## src/hdl/rle_register_patch_loader_top_defines.svh

```systemverilog
// assertion macros for the patch loader
`ifndef RLE_REGISTER_PATCH_LOADER_TOP_DEFINES_SVH
`define RLE_REGISTER_PATCH_LOADER_TOP_DEFINES_SVH

`ifndef SYNTHESIS

`define RLEPL_ASSERT_IMP(lbl, clk, rstn, ante, cons) \
    lbl: assert property (@(posedge clk) disable iff (!(rstn)) (ante) |-> (cons)) \
        else $error("rlepl assertion failed");

`define RLEPL_ASSERT_NXT(lbl, clk, rstn, ante, cons) \
    lbl: assert property (@(posedge clk) disable iff (!(rstn)) (ante) |=> (cons)) \
        else $error("rlepl assertion failed");

`else

`define RLEPL_ASSERT_IMP(lbl, clk, rstn, ante, cons)
`define RLEPL_ASSERT_NXT(lbl, clk, rstn, ante, cons)

`endif

`endif

```

## src/hdl/rlepl_pkg.sv

```systemverilog
// shared types and constants of the patch loader
`default_nettype none

package rlepl_pkg;

    localparam logic [15:0] RUN_FLAG   = 16'h8000;
    localparam logic [14:0] COUNT_MASK = 15'h7FFF;

    typedef enum logic
    {
        OP_WORD = 1'b0,
        OP_TICK = 1'b1
    } op_t;

    typedef enum logic
    {
        KIND_WRITE  = 1'b0,
        KIND_REJECT = 1'b1
    } kind_t;

    typedef struct packed
    {
        op_t         op;
        logic [15:0] word;
        logic        last;
    } item_t;

    typedef struct packed
    {
        logic full;
        logic empty;
    } q_status_t;

endpackage

`default_nettype wire

```

## src/hdl/rlepl_front.sv

```systemverilog
// front stage: accepts input transactions and classifies them
`default_nettype none

module rlepl_front
(
    input  wire logic          clk,
    input  wire logic          rst_n,
    input  wire logic          valid,
    output logic               ready,
    input  wire logic          mode,
    input  wire logic [15:0]   word,
    input  wire logic          last_word,
    output rlepl_pkg::item_t   item,
    output logic               item_valid,
    input  wire logic          item_ready
);
    import rlepl_pkg::*;

    item_t item_reg;
    item_t item_next;
    logic  valid_reg;
    logic  valid_next;
    logic  accept;

    assign ready  = !valid_reg || item_ready;
    assign accept = valid && ready;

    always_comb
    begin
        // a tick carries no word and no last flag
        if (mode)
        begin
            item_next.op   = OP_TICK;
            item_next.word = 16'd0;
            item_next.last = 1'b0;
        end
        else
        begin
            item_next.op   = OP_WORD;
            item_next.word = word;
            item_next.last = last_word;
        end
        if (accept)
        begin
            valid_next = 1'b1;
        end
        else if (item_ready)
        begin
            valid_next = 1'b0;
        end
        else
        begin
            valid_next = valid_reg;
        end
    end

    always_ff @(posedge clk or negedge rst_n)
    begin
        if (!rst_n)
        begin
            valid_reg <= 1'b0;
        end
        else
        begin
            valid_reg <= valid_next;
        end
    end

    always_ff @(posedge clk)
    begin
        if (accept)
        begin
            item_reg <= item_next;
        end
    end

    assign item       = item_reg;
    assign item_valid = valid_reg;

endmodule

`default_nettype wire

```

## src/hdl/rlepl_queue.sv

```systemverilog
// short queue of classified items between front and back
`default_nettype none

module rlepl_queue
#(
    parameter int DEPTH = 4
)
(
    input  wire logic              clk,
    input  wire logic              rst_n,
    input  wire rlepl_pkg::item_t  push_item,
    input  wire logic              push_valid,
    output logic                   push_ready,
    output rlepl_pkg::item_t       pop_item,
    output logic                   pop_valid,
    input  wire logic              pop_ready,
    output rlepl_pkg::q_status_t   status
);
    import rlepl_pkg::*;

    localparam int PTR_W = (DEPTH > 1) ? $clog2(DEPTH) : 1;
    localparam int CNT_W = $clog2(DEPTH + 1);
    localparam logic [PTR_W-1:0] LAST_PTR = PTR_W'(DEPTH - 1);
    localparam logic [CNT_W-1:0] FULL_CNT = CNT_W'(DEPTH);

    item_t            mem_reg [DEPTH];
    logic [PTR_W-1:0] wr_ptr_reg;
    logic [PTR_W-1:0] wr_ptr_next;
    logic [PTR_W-1:0] rd_ptr_reg;
    logic [PTR_W-1:0] rd_ptr_next;
    logic [CNT_W-1:0] count_reg;
    logic [CNT_W-1:0] count_next;
    logic             do_push;
    logic             do_pop;

    assign status.full  = (count_reg == FULL_CNT);
    assign status.empty = (count_reg == '0);
    assign push_ready   = !status.full;
    assign pop_valid    = !status.empty;
    assign pop_item     = mem_reg[rd_ptr_reg];
    assign do_push      = push_valid && push_ready;
    assign do_pop       = pop_valid && pop_ready;

    always_comb
    begin
        wr_ptr_next = wr_ptr_reg;
        rd_ptr_next = rd_ptr_reg;
        count_next  = count_reg;
        if (do_push)
        begin
            wr_ptr_next = (wr_ptr_reg == LAST_PTR) ? '0 : wr_ptr_reg + PTR_W'(1);
        end
        if (do_pop)
        begin
            rd_ptr_next = (rd_ptr_reg == LAST_PTR) ? '0 : rd_ptr_reg + PTR_W'(1);
        end
        if (do_push && !do_pop)
        begin
            count_next = count_reg + CNT_W'(1);
        end
        else if (do_pop && !do_push)
        begin
            count_next = count_reg - CNT_W'(1);
        end
    end

    always_ff @(posedge clk or negedge rst_n)
    begin
        if (!rst_n)
        begin
            wr_ptr_reg <= '0;
            rd_ptr_reg <= '0;
            count_reg  <= '0;
        end
        else
        begin
            wr_ptr_reg <= wr_ptr_next;
            rd_ptr_reg <= rd_ptr_next;
            count_reg  <= count_next;
        end
    end

    always_ff @(posedge clk)
    begin
        if (do_push)
        begin
            mem_reg[wr_ptr_reg] <= push_item;
        end
    end

endmodule

`default_nettype wire

```

## src/hdl/rlepl_back.sv

```systemverilog
// back stage: record parser and registered result output
`default_nettype none

module rlepl_back
(
    input  wire logic          clk,
    input  wire logic          rst_n,
    input  wire rlepl_pkg::item_t item,
    input  wire logic          item_valid,
    output logic               item_ready,
    output logic               valid,
    input  wire logic          ready,
    output logic               kind,
    output logic [7:0]         reg_address,
    output logic [15:0]        reg_value,
    output logic               record_end
);
    import rlepl_pkg::*;

    typedef enum logic [2:0]
    {
        PH_ADDR    = 3'd0,
        PH_COUNT   = 3'd1,
        PH_FILL    = 3'd2,
        PH_LITERAL = 3'd3,
        PH_REPEAT  = 3'd4
    } phase_t;

    phase_t      phase_reg;
    phase_t      phase_next;
    logic [7:0]  target_reg;
    logic [7:0]  target_next;
    logic [14:0] remaining_reg;
    logic [14:0] remaining_next;
    logic [15:0] fill_reg;
    logic [15:0] fill_next;
    logic        out_valid_reg;
    logic        out_valid_next;
    kind_t       kind_reg;
    kind_t       kind_next;
    logic [15:0] value_reg;
    logic [15:0] value_next;
    logic        end_reg;
    logic        end_next;
    logic [7:0]  addr_reg;
    logic        take;
    logic        emit;
    logic [14:0] rem_dec;

    assign item_ready = !out_valid_reg || ready;
    assign take       = item_valid && item_ready;
    assign rem_dec    = remaining_reg - 15'd1;

    always_comb
    begin
        phase_next     = phase_reg;
        target_next    = target_reg;
        remaining_next = remaining_reg;
        fill_next      = fill_reg;
        emit           = 1'b0;
        kind_next      = KIND_WRITE;
        value_next     = fill_reg;
        end_next       = 1'b0;
        if (take)
        begin
            if (item.op == OP_TICK)
            begin
                if (phase_reg == PH_REPEAT)
                begin
                    if (remaining_reg != 15'd0)
                    begin
                        remaining_next = rem_dec;
                        emit           = 1'b1;
                        end_next       = (rem_dec == 15'd0);
                        if (rem_dec == 15'd0)
                        begin
                            phase_next = PH_ADDR;
                        end
                    end
                    else
                    begin
                        phase_next = PH_ADDR;
                    end
                end
            end
            else
            begin
                case (phase_reg)
                    PH_REPEAT:
                    begin
                        // word while a fill run is pending: flag it, keep state
                        emit       = 1'b1;
                        kind_next  = KIND_REJECT;
                        value_next = item.word;
                    end
                    PH_COUNT:
                    begin
                        remaining_next = item.word[14:0] & COUNT_MASK;
                        if ((item.word & RUN_FLAG) != 16'd0)
                        begin
                            phase_next = PH_FILL;
                        end
                        else if ((item.word[14:0] & COUNT_MASK) == 15'd0)
                        begin
                            phase_next = PH_ADDR;
                        end
                        else
                        begin
                            phase_next = PH_LITERAL;
                        end
                    end
                    PH_FILL:
                    begin
                        fill_next  = item.word;
                        phase_next = (remaining_reg == 15'd0) ? PH_ADDR : PH_REPEAT;
                    end
                    PH_LITERAL:
                    begin
                        remaining_next = rem_dec;
                        emit           = 1'b1;
                        value_next     = item.word;
                        end_next       = (rem_dec == 15'd0);
                        if (rem_dec == 15'd0)
                        begin
                            phase_next = PH_ADDR;
                        end
                    end
                    default:
                    begin
                        target_next = item.word[7:0];
                        phase_next  = PH_COUNT;
                    end
                endcase
                // last word resets the parser unless a fill run is pending
                if (item.last && (phase_next != PH_REPEAT))
                begin
                    phase_next = PH_ADDR;
                end
            end
        end
        if (take)
        begin
            out_valid_next = emit;
        end
        else if (ready)
        begin
            out_valid_next = 1'b0;
        end
        else
        begin
            out_valid_next = out_valid_reg;
        end
    end

    always_ff @(posedge clk or negedge rst_n)
    begin
        if (!rst_n)
        begin
            phase_reg     <= PH_ADDR;
            target_reg    <= 8'd0;
            remaining_reg <= 15'd0;
            fill_reg      <= 16'd0;
            out_valid_reg <= 1'b0;
            kind_reg      <= KIND_WRITE;
            addr_reg      <= 8'd0;
            value_reg     <= 16'd0;
            end_reg       <= 1'b0;
        end
        else
        begin
            phase_reg     <= phase_next;
            target_reg    <= target_next;
            remaining_reg <= remaining_next;
            fill_reg      <= fill_next;
            out_valid_reg <= out_valid_next;
            if (take && emit)
            begin
                kind_reg  <= kind_next;
                addr_reg  <= target_reg;
                value_reg <= value_next;
                end_reg   <= end_next;
            end
        end
    end

    assign valid       = out_valid_reg;
    assign kind        = kind_reg;
    assign reg_address = addr_reg;
    assign reg_value   = value_reg;
    assign record_end  = end_reg;

endmodule

`default_nettype wire

```

## src/hdl/rle_register_patch_loader_top.sv

```systemverilog
// top level of the run-length register patch loader
`default_nettype none

`include "rle_register_patch_loader_top_defines.svh"

// Expands a stream of 16-bit patch words (address, count, then a fill word or
// literal words) into 8-bit-address register writes; fill runs are paid out
// one write per tick transaction. One transaction is accepted per clock cycle
// when the output is free; an accepted transaction passes the front register,
// then the queue, then the back parser register that holds its result. While a
// result waits at the output, the front register and the queue of QUEUE_DEPTH
// entries take QUEUE_DEPTH + 1 further transactions before the input is held
// off; the parser update with its one 15-bit decrement is the step that sets
// the rate.
module rle_register_patch_loader_top
#(
    parameter int QUEUE_DEPTH = 4
)
(
    input  wire logic         clk,
    input  wire logic         rst_n,
    input  wire logic         in_valid,
    output logic              in_ready,
    input  wire logic         mode,
    input  wire logic [15:0]  word,
    input  wire logic         last_word,
    output logic              out_valid,
    input  wire logic         out_ready,
    output logic              kind,
    output logic [7:0]        reg_address,
    output logic [15:0]       reg_value,
    output logic              record_end
);
    import rlepl_pkg::*;

    item_t     front_item;
    logic      front_valid;
    logic      front_ready;
    item_t     back_item;
    logic      back_valid;
    logic      back_ready;
    q_status_t q_status;

    rlepl_front u_front
    (
        .clk        (clk),
        .rst_n      (rst_n),
        .valid      (in_valid),
        .ready      (in_ready),
        .mode       (mode),
        .word       (word),
        .last_word  (last_word),
        .item       (front_item),
        .item_valid (front_valid),
        .item_ready (front_ready)
    );

    rlepl_queue #(.DEPTH(QUEUE_DEPTH)) u_queue
    (
        .clk        (clk),
        .rst_n      (rst_n),
        .push_item  (front_item),
        .push_valid (front_valid),
        .push_ready (front_ready),
        .pop_item   (back_item),
        .pop_valid  (back_valid),
        .pop_ready  (back_ready),
        .status     (q_status)
    );

    rlepl_back u_back
    (
        .clk         (clk),
        .rst_n       (rst_n),
        .item        (back_item),
        .item_valid  (back_valid),
        .item_ready  (back_ready),
        .valid       (out_valid),
        .ready       (out_ready),
        .kind        (kind),
        .reg_address (reg_address),
        .reg_value   (reg_value),
        .record_end  (record_end)
    );

    // the queue must never report full and empty together
    `RLEPL_ASSERT_IMP(a_queue_status, clk, rst_n, 1'b1, !(q_status.full && q_status.empty))
    // the parser only takes an item when the queue holds one
    `RLEPL_ASSERT_IMP(a_pop_nonempty, clk, rst_n, back_valid && back_ready, !q_status.empty)
    // a rejected word never closes a record
    `RLEPL_ASSERT_IMP(a_reject_no_end, clk, rst_n, out_valid && kind, !record_end)
    // a full queue with a stalled back end holds the input off next cycle
    `RLEPL_ASSERT_NXT(a_full_backpressure, clk, rst_n,
        q_status.full && !back_ready && front_valid && !out_ready, !in_ready)

endmodule

`default_nettype wire
```

## config.mk

```make
export PLATFORM = sky130hd
export DESIGN_NAME = rle_register_patch_loader_top
export DESIGN_NICKNAME = d
export VERILOG_FILES = /design/src/hdl/rlepl_pkg.sv /design/src/hdl/rlepl_front.sv /design/src/hdl/rlepl_queue.sv /design/src/hdl/rlepl_back.sv /design/src/hdl/rle_register_patch_loader_top.sv
export VERILOG_INCLUDE_DIRS = /design/src /design/src/hdl
export SDC_FILE = /design/constraint.sdc
export NUM_CORES = 1
export LEC_CHECK = 0
export ABC_AREA = 1
export BUFFER_PORTS_ARGS = -buffer_cell sky130_fd_sc_hd__buf_2
export CAP_MARGIN = 20
export CORE_MARGIN = 5
export CORE_UTILIZATION = 55
export CTS_CLUSTER_SIZE = 16
export DETAILED_ROUTE_END_ITERATION = 8
export MAX_ROUTING_LAYER = met4
export PLACE_DENSITY = 0.69
export SLEW_MARGIN = 20
export SYNTH_ARGS = -nofsm -noshare
export SYNTH_HDL_FRONTEND = slang
export SYNTH_SLANG_ARGS = --single-unit
```

## constraint.sdc

```tcl
create_clock -name clk -period 3 [get_ports clk]
set_input_delay 0.75 -clock clk [delete_from_list [all_inputs] [get_ports clk]]
set_output_delay 0.75 -clock clk [all_outputs]
set_load 0.01 [all_outputs]
```

==> run_results.csv, run 1 <==
group,metric,value,unit
worst_setup_path,crit_path_start_kind,"flip-flop",
sta,fin_setup_tns,0,ps
worst_setup_path,worstRegToRegCells,11,
clocking,clk_pin_slew,70,ps
worst_setup_path,crit_top_cell,"nand2_1",
sta,tightestPinTransition,956.6,ps
worst_setup_path,critical_path_required,3300,ps
grt,grt_pass1_wl,25190,um
power_and_ir_drop,leakagePower,0.003757,uW
run,drv_cap,0,
grt,grt_max_degree,78,
power_and_ir_drop,irDropWorstVdd,0.6352,mV
logic_synthesis,async_reset_ff_share,46.11,%
drt,finalWirelength,15300,um
grt,gr-total-overflow,0,
logic_synthesis,ys.flop_type,"edfxtp_1",
die,die_x,127.5,um
worst_setup_path,critical_path_buf_inv_count,3,
logic_synthesis,synth_top_area_cell,"edfxtp_1",
sta,fin_crit,2353,ps
clocking,insertion_delay,430,ps
drt,drt-initial-drc-count,422,
grt,grt_use_total,20.59,%
die,chipHeight,127.5,um
worst_setup_path,crit_family,"simple AND/OR/NAND/NOR gates",
logic_synthesis,yosysMostFrequentCell,"nand2_1",
sta,max_freq,425.0,MHz
clocking,clockBufferDepth,2,
sta,slew_violations,0,
drt,post-route-drc-count,0,
cells_and_area,antenna_cells,0,
place,placed_cells,962,
min_path,hold_path.class,"primary input to asynchronous set/reset pin",
die,start_util,55.30,%
clocking,cts_hold_buf,0,
worst_setup_path,cpMaxStageDelayCell,"nor2_2",
cells_and_area,fin_nets,832,
worst_setup_path,rrSetupSlack,650,ps
logic_synthesis,synth_cells,751,
worst_setup_path,cp_max_fo,22,
clocking,cts.repair.resized,0,
logic_synthesis,yosys.cell_types.count,41,
logic_synthesis,syn-cell-area,7587,um^2
clocking,cts.sinks,167,
clocking,cts_tree,"done",
sta,skew,7.869,ps
logic_synthesis,syn_nets,782,
drt,routedWlPerCell,15.39,um
drt,postRouteAntennaNets,0,
logic_synthesis,seq_area_frac_synth,61.02,%
worst_setup_path,rr_endpoint,"u_back.remaining_reg[0]",
logic_synthesis,yosys_warnings,0,
logic_synthesis,yosys-top-cells-area,"edfxtp_1 36%, dfrtp_1 25%, nand2_1 11%",
drt,vias_per_cell,5.247,
cells_and_area,largest_reg_flops,72,
worst_setup_path,worstSetupEndpointType,"flip-flop",
die,dieArea,16240,um^2
sta,hold_viol,0,
worst_setup_path,r2r-start,"u_queue.rd_ptr_reg[0]",
logic_synthesis,syn_avg_cell_area,10.10,um^2
grt,grt_pass1_vias,5179,
die,io_pins,50,
drt,vias,5216,
sta,max_slew_margin,36.23,%
clocking,post-cts-setup-buffers,0,
worst_setup_path,cp_cell_sequence,"inv_2, nand2_1, nand3_1, nand2_2, inv_4, nor2_2, inv_2, nand2_1, o21ai_0, nand2_1, o21ai_1",
logic_synthesis,synth_commonest_cells,"225 x nand2_1, 90 x edfxtp_1, 77 x dfrtp_1, 56 x nand3_1, 52 x inv_1",
clocking,numCtsBuffers,17,
clocking,htree_levels,4,
place,place.gp.congestion,0.8838,
sta,rsz0062_at_grt,"false",
place,hpwl,10180,um
logic_synthesis,synth_edf_count,90,
worst_setup_path,cp_data_arrival_time,2660,ps
logic_synthesis,synth_top_area_share,35.62,%
status,status,"finished clean",
worst_setup_path,crit_type,"flip-flop to flip-flop",
sta,min_period_over_period,78.42,%
cells_and_area,layout.cells.non_filler,994,
cells_and_area,areaGrowthSynthToFinish,12.17,%
place,port_buffers,49,
logic_synthesis,ys_ff_latch,167,
grt,antenna_found_initial,0,
die,rows,43,
sta,holdWs,465.9,ps
cells_and_area,layout-drive-gt1-share,20.52,%
sta,setup_violations,0,
clocking,cts_root_buf,"clkbuf_16",
power_and_ir_drop,powerDensity,1164,nW/um^2
worst_setup_path,cpPeakStageDelay,620,ps
die,core_area,13720,um^2
drt,first_pass_iters,5,
==> cell type report <==
cell class                 count  area (um^2)
sequential                   167         4629
timing repair buffer          58        327.8
fill                        1127         5209
inverter                      61        239.0
clock buffer                  17        425.4
clock inverter                15        156.4
multi-input combinational    496         2507
tap                          180        225.2
==> power by group <==
part | internal (uW) | switching (uW) | total [uW]
registers | 3230 | 461 | 3690
clock network | 1110 | 982 | 2090
logic | 1310 | 2820 | 4130
==> stage by stage <==
step / setup WS (ps) / util (%) / cell area, um^2 / power [uW]
after floorplan: 799.7 / - / 7587 / 6863
after global placement: 598.7 / 57.79 / 7929 / 7709
after detailed placement: 578.6 / 57.79 / 7929 / 7864
after CTS: 699.8 / 62.03 / 8511 / 9968
after global routing: 455.4 / 62.03 / 8511 / 10660
final: 647.3 / 62.03 / 8511 / 9903
==> metal layers <==
metal	track usage (%)	wire, um	up-vias	share of wire, %
met5	-	0	-	0
met4	7.886	369	0	2.4
met3	4.933	880	29	5.8
met2	34.19	7548	145	49
met1	24.44	6501	2455	42
li1	-	-	2587	-
==> how the worst max path moves through the flow <==
stage	start	end	cells past startpoint
2_1_floorplan	out_ready	u_queue.count_reg[2]	9
5_1_grt	u_queue.rd_ptr_reg[0]	u_back.remaining_reg[0]	11
3_5_place_dp	out_ready	u_queue.count_reg[2]	10
6_report	u_queue.rd_ptr_reg[0]	u_back.remaining_reg[0]	11
4_1_cts	u_queue.rd_ptr_reg[0]	u_back.remaining_reg[0]	11
3_3_place_gp	out_ready	u_queue.count_reg[2]	10
==> placed cells by master (no fill, tap or decap), types with 6 or more instances in the layout <==
cell type / Yosys / layout
buf_4: 2 / 9
dfrtp_1: 77 / 77
nand3_1: 56 / 56
edfxtp_1: 90 / 90
inv_1: 52 / 52
o21ai_1: 27 / 27
nand2_2: 13 / 13
inv_2: 6 / 6
nand2_1: 225 / 225
clkbuf_16: 0 / 17
o21ai_0: 30 / 30
nor2_1: 50 / 50
buf_2: 10 / 48
ha_1: 8 / 8
nor3_1: 6 / 6
o21ai_2: 32 / 32
nor2_2: 13 / 13
==> kinds of logic after synthesis <==
group / synth area share, %
and+or+nand+nor: 21.80
DFF: 61.02
AOI/OAI and AO/OA: 8.971
buffers and inverters: 5.937
adders and majority gates: 1.583
xor gates and xnor gates: 0.6926
Note: power is estimated with default switching activity, not from simulation.
==> inputs of run 2 (changes only) <==
- PLACE_DENSITY: 0.69 -> 0.72
- clock period: 3 -> 1.9 ns (I/O delays scaled with it)
==> run 2 against run 1 <==
  * Largest cell class unchanged
  * Wire length grew 4.2%
  * Largest power group unchanged
  * Critical path type unchanged
  * Non-clock buffer count grew 41
  * Final cell count grew 4.0%
  * Design area grew 6.0%
  * Sequential share of layout area shrank 3.0 points
  * Clock skew grew 4.3 ps
  * Worst setup slack lost 590 ps
==> run_results.csv, run 2 (synthesized netlist as in run 1, its figures left out) <==
group,metric,value,unit
cells_and_area,final_cell_mix,"223 x nand2_1, 90 x edfxtp_1, 71 x dfrtp_1",
sta,slew_violations,0,
die,start_util,55.30,%
worst_setup_path,cp_max_fo,11,
drt,post-route-drc-count,0,
place,port_buffers,49,
sta,max_freq,544.1,MHz
sta,skew,12.17,ps
worst_setup_path,cp_data_arrival_time,2180,ps
drt,routedWlPerCell,15.42,um
cells_and_area,layout-drive-gt1-share,26.81,%
run,drv_cap,0,
grt,gr-total-overflow,0,
sta,rsz0062_at_grt,"true",
drt,postRouteAntennaNets,0,
clocking,numCtsBuffers,17,
clocking,clockBufferDepth,2,
clocking,cts.sinks,167,
grt,grt_pass1_wl,25630,um
worst_setup_path,crit_path_start_kind,"flip-flop",
worst_setup_path,critical_path_required,2240,ps
sta,fin_crit,1838,ps
drt,finalWirelength,15950,um
clocking,cts_tree,"done",
drt,vias,5414,
worst_setup_path,endpoint,"u_back.record_end",
clocking,insertion_delay,430,ps
worst_setup_path,rr_endpoint,"u_back.record_end",
die,rows,43,
clocking,cts_root_buf,"clkbuf_16",
drt,drt-initial-drc-count,459,
sta,fin_setup_tns,0,ps
cells_and_area,mostFrequentLayoutCell,"nand2_1",
cells_and_area,areaGrowthSynthToFinish,18.88,%
die,core_area,13720,um^2
sta,hold_viol,0,
cells_and_area,fin_nets,873,
drt,vias_per_cell,5.236,
power_and_ir_drop,powerDensity,1874,nW/um^2
cells_and_area,antenna_cells,0,
grt,antenna_found_initial,0,
worst_setup_path,worstRegToRegCells,10,
power_and_ir_drop,leakagePower,0.003979,uW
cells_and_area,largest_reg_flops,72,
grt,grt_pass1_vias,5247,
drt,first_pass_iters,6,
min_path,hold_path.class,"primary input to flip-flop",
sta,max_slew_margin,69.91,%
die,dieArea,16240,um^2
worst_setup_path,crit_type,"flip-flop to flip-flop",
place,hpwl,10750,um
grt,grt_max_degree,35,
sta,setup_violations,0,
worst_setup_path,critPathLaunch,"u_back.remaining_reg[1]",
clocking,clk_pin_slew,70,ps
die,die_x,127.5,um
cells_and_area,fillCellCount,1064,
worst_setup_path,r2r-start,"u_back.remaining_reg[1]",
status,status,"finished clean",
die,chipHeight,127.5,um
clocking,htree_levels,4,
sta,min_period_over_period,96.73,%
grt,grt_use_total,20.97,%
cells_and_area,multiInputGateArea,2629,um^2
power_and_ir_drop,irDropWorstVdd,1.184,mV
die,io_pins,50,
place,place.gp.congestion,0.8432,
worst_setup_path,rrSetupSlack,60,ps
cells_and_area,fin_util,65.75,%
cells_and_area,seq_area,4637,um^2
sta,tightestPinTransition,451.3,ps
worst_setup_path,worstSetupEndpointType,"flip-flop",
run 2: cell types whose count changed in the layout (fill, tap and decap cells not counted), moves of 3 or more:
cell,before,now
buf_4,9,42
inv_1,52,47
nor2_1,50,45
clkinv_8,3,0
clkinv_2,0,3
dfrtp_2,0,6
inv_4,2,5
dfrtp_1,77,71
nor2_4,1,8
buf_12,1,6
run 2: worst min path at each step:
stage | startpoint | end | slack (ps) | cells past startpoint
global route | out_ready | u_back.valid | 240 | 2
global placement | rst_n | u_back.remaining_reg[6] | 450 | 1
detailed placement | rst_n | u_back.remaining_reg[5] | 460 | 1
finish | out_ready | u_back.valid | 230 | 2
CTS | out_ready | u_back.valid | 210 | 2
floorplan | rst_n | u_back.fill_reg[0] | 180 | 0
run 2: critical path: stages (launching register included):
cell and delay, ps:
dfrtp_1 410, inv_2 70, ha_4 180, nand2_2 120
nor2_4 60, nand4_1 130, nand2_2 90, a21oi_4 200
nand2_4 120, buf_12 170, o31ai_2 200
run 2: cell type report:
cell class,count,area share (%)
sequential,167,51.41
clock inverter,14,1.651
tap,180,2.497
multi-input combinational,496,29.14
inverter,61,2.733
clock buffer,17,4.716
timing repair buffer,99,7.851
run 2: what timing repair did:
| item | 4_1_cts | 5_1_grt |
|---|---|---|
| endpoints found under the setup margin | 0 | 52 |
| resized for setup | 0 | 39 |
| endpoints found under the hold margin | 8 | 0 |
| setup buffers | 0 | 5 |
| hold buffers | 1 | 0 |
run 2: power by group:
part	internal, uW	switching, uW	leakage [uW]	total, uW
Sequential	5110	781	0.00182	5890
Clock	1940	1440	0.000280	3380
Combinational	2840	4790	0.00188	7640
run 2: per-stage QoR:
stage	cells	hold slack [ps]	power (uW)	setup WS [ps]	area, um^2
after floorplan	751	179.4	10850	12.71	7595
after global routing	1034	236.8	18030	-88.79	9020
after detailed placement	997	459.7	13200	-116.2	8262
after CTS	1029	214.1	16630	39.07	8846
final	1034	228.4	16900	62.13	9020
after global placement	997	454.8	12960	-57.77	8262
run 2: per-layer routing:
metal | track usage (%) | vias to the layer above | wire length (um)
li1 | - | 2673 | -
met5 | - | - | 0
met1 | 24.69 | 2582 | 6676
met4 | 7.382 | 0 | 218
met3 | 4.473 | 22 | 755
met2 | 35.77 | 137 | 8299
==> inputs of run 3 (changes only) <==
- ABC_AREA: 1 -> unset
- CORE_UTILIZATION: 55 -> 54
- PLACE_DENSITY: 0.72 -> 0.71
==> run 3 against run 2 <==
  * The run now ends with setup timing left
  * Final cell count down 19%
  * Worst setup slack got worse by 550 ps
  * Clock skew is 7.1 ps lower
  * Synthesized cell count shrank 32%
  * Die area is 3.3% lower
  * Non-clock buffer count grew 51
  * Hold slack better by 27 ps
  * Via count is 13% lower
  * Wire length fell by 1.7%
  * Utilization up 5.7 points
  * Critical endpoint is now u_back.reg_address[0]
  * Largest cell class unchanged
==> run_results.csv, run 3 <==
group,metric,value,unit
place,port_buffers,49,
logic_synthesis,synth_commonest_cells,"90 x edfxtp_1, 77 x dfrtp_1, 39 x o21ai_0, 34 x nand2_1, 33 x nor2_1",
grt,met3_usage,3.838,%
cells_and_area,final_cell_mix,"90 x edfxtp_1, 76 x buf_4, 74 x dfrtp_1",
power_and_ir_drop,irDropWorstVdd,0.8469,mV
logic_synthesis,seq_area_frac_synth,64.43,%
min_path,hold-path-cell-count,2,
status,status,"complete, but fails checks",
die,die_x,125.4,um
logic_synthesis,synth_top_area_cell,"edfxtp_1",
sta,max_freq,418.2,MHz
cells_and_area,antenna_cells,0,
drt,first_pass_iters,4,
worst_setup_path,cp_data_arrival_time,2690,ps
clocking,cts_root_buf,"clkbuf_16",
sta,slew_violations,0,
logic_synthesis,yosys.cell_types.count,57,
drt,post-route-drc-count,0,
clocking,htree_levels,4,
die,io_pins,50,
die,rows,42,
clocking,insertion_delay,420,ps
cells_and_area,areaGrowthSynthToFinish,30.66,%
clocking,numCtsBuffers,17,
status,violations,"setup timing",
logic_synthesis,syn-cell-area,7186,um^2
sta,holdWs,255.8,ps
die,start_util,54.70,%
cells_and_area,fillCellCount,867,
logic_synthesis,yosysMostFrequentCell,"edfxtp_1",
die,dieArea,15710,um^2
grt,grt_pass1_wl,24940,um
place,place_area,8487,um^2
logic_synthesis,synth_edf_count,90,
logic_synthesis,syn_nets,543,
drt,vias_per_cell,5.588,
grt,grt.busiest_layer,"met2",
sta,fin_crit,2391,ps
logic_synthesis,async_reset_ff_share,46.11,%
drt,routedWlPerCell,18.62,um
clocking,cts.sinks,167,
power_and_ir_drop,powerDensity,1807,nW/um^2
logic_synthesis,synth_top_area_share,37.61,%
sta,min_period_over_period,125.8,%
drt,drt-initial-drc-count,350,
logic_synthesis,yosys_warnings,0,
cells_and_area,fin_nets,685,
power_and_ir_drop,leakagePower,0.003775,uW
sta,setup_violations,69,
sta,rsz0062_at_grt,"true",
worst_setup_path,worstSetupEndpointType,"flip-flop",
place,dpl_worst_slack,-416.9,ps
sta,tightestPinTransition,458.1,ps
logic_synthesis,syn_avg_cell_area,14.03,um^2
logic_synthesis,yosys-top-cells-area,"edfxtp_1 38%, dfrtp_1 27%, mux4_2 5.6%",
grt,antenna_found_initial,0,
cells_and_area,largest_reg_flops,72,
grt,grt_use_total,20.78,%
place,hpwl,10190,um
grt,grt.met1_usage,25.70,%
drt,finalWirelength,15680,um
worst_setup_path,crit_path_start_kind,"flip-flop",
run,drv_cap,0,
cells_and_area,fin_util,71.47,%
drt,postRouteAntennaNets,0,
sta,setup_slack,-491.0,ps
worst_setup_path,cp_max_fo,13,
clocking,cts_tree,"done",
grt,gr-total-overflow,0,
worst_setup_path,critical_path_required,2200,ps
cells_and_area,layout-drive-gt1-share,42.04,%
logic_synthesis,synth_cells,512,
cells_and_area,final_area,9389,um^2
logic_synthesis,ys.flop_type,"edfxtp_1",
cells_and_area,mostFrequentLayoutCell,"edfxtp_1",
worst_setup_path,worstRegToRegCells,8,
die,core_area,13140,um^2
die,chipHeight,125.4,um
min_path,hold_path.class,"primary input to flip-flop",
drt,vias,4705,
sta,skew,5.119,ps
worst_setup_path,crit_type,"flip-flop to flip-flop",
sta,max_slew_margin,69.46,%
grt,grt_pass1_vias,4840,
place,place.gp.congestion,0.9010,
grt,met2_usage,34.51,%
grt,grt_max_degree,36,
clocking,clockBufferDepth,2,
clocking,clk_pin_slew,60,ps
logic_synthesis,ys_ff_latch,167,
power_and_ir_drop,p_total,16970,uW
sta,hold_viol,0,
[run 3: changes by cell type after synthesis, moves of 16 or more]
cell,before,now
mux2i_1,0,18
o21ai_2,32,0
nand3_1,56,3
inv_1,52,8
mux4_2,0,18
nor2_1,50,33
a21oi_1,5,21
nor2b_1,0,19
nand2_1,225,34
mux2_2,0,29
o21ai_1,27,4
[run 3: cell families after synthesis]
group | count (synthesis) | synth area share [%]
DFF | 167 | 64.43
AOI/OAI and AO/OA | 90 | 7.592
buffers and inverters | 35 | 2.368
xor gates and xnor gates | 6 | 0.7315
muxes | 69 | 13.32
adders and majority gates | 9 | 1.672
and+or+nand+nor | 136 | 9.890
[run 3: stage by stage]
step / setup TNS, ps / std cells
floorplan: -20960 / 512
global placement: -17630 / 794
detailed placement: -20360 / 794
CTS: -22130 / 833
global route: -27380 / 842
finish: -22720 / 842
[run 3: timing repair]
| action | CTS | global route |
|---|---|---|
| hold buffers | 1 | 0 |
| endpoints found under the setup margin | 69 | 71 |
| setup buffers | 6 | 8 |
| cloned | 1 | 3 |
| endpoints found under the hold margin | 21 | 0 |
| pin swaps | 3 | 11 |
| resized for setup | 32 | 33 |
[run 3: layer usage]
metal	wire length [um]	vias to the layer above
met2	8227	133
met4	255	0
met1	6551	2355
met5	0	-
met3	644	26
li1	-	2191
[run 3: cell type report]
| cell class | count | area, um^2 | share of cell area (%) |
|---|---|---|---|
| Sequential cell | 167 | 4633 | 49.35 |
| Clock inverter | 12 | 78.83 | 0.8396 |
| Clock buffer | 19 | 432.9 | 4.611 |
| Timing Repair Buffer | 150 | 1265 | 13.47 |
| Multi-Input combinational cell | 310 | 2729 | 29.06 |
| Tap cell | 176 | 220.2 | 2.345 |
| Inverter | 8 | 30.03 | 0.3198 |
[run 3: path summary, 6_finish.rpt]
check,from,endpoint,slack (ps)
worst max-delay path,u_back.remaining_reg[14],u_back.reg_address[0],-490
worst min-delay path,in_valid,u_front.item_valid,260
worst max register to register,u_back.remaining_reg[14],u_back.reg_address[0],-490
worst min register to register,u_back.kind,u_back.kind,480
max in group asynchronous,rst_n,u_back.reg_value[12],830
min in group asynchronous,rst_n,u_back.reg_value[9],490
[run 3: worst max-delay path, stage by stage (launching register included)]
cell	delay, ps
dfrtp_1	380
or4_4	570
buf_6	140
nor4b_4	290
buf_4	170
a21oi_4	50
o21ai_4	150
buf_12	170
mux2_2	340
[run 3: power breakdown]
group | total (uW) | internal, uW | leakage [uW] | switching [uW]
clock | 3040 | 1660 | 0.000244 | 1380
sequential | 5710 | 5090 | 0.00181 | 625
combinational | 8210 | 4180 | 0.00172 | 4030
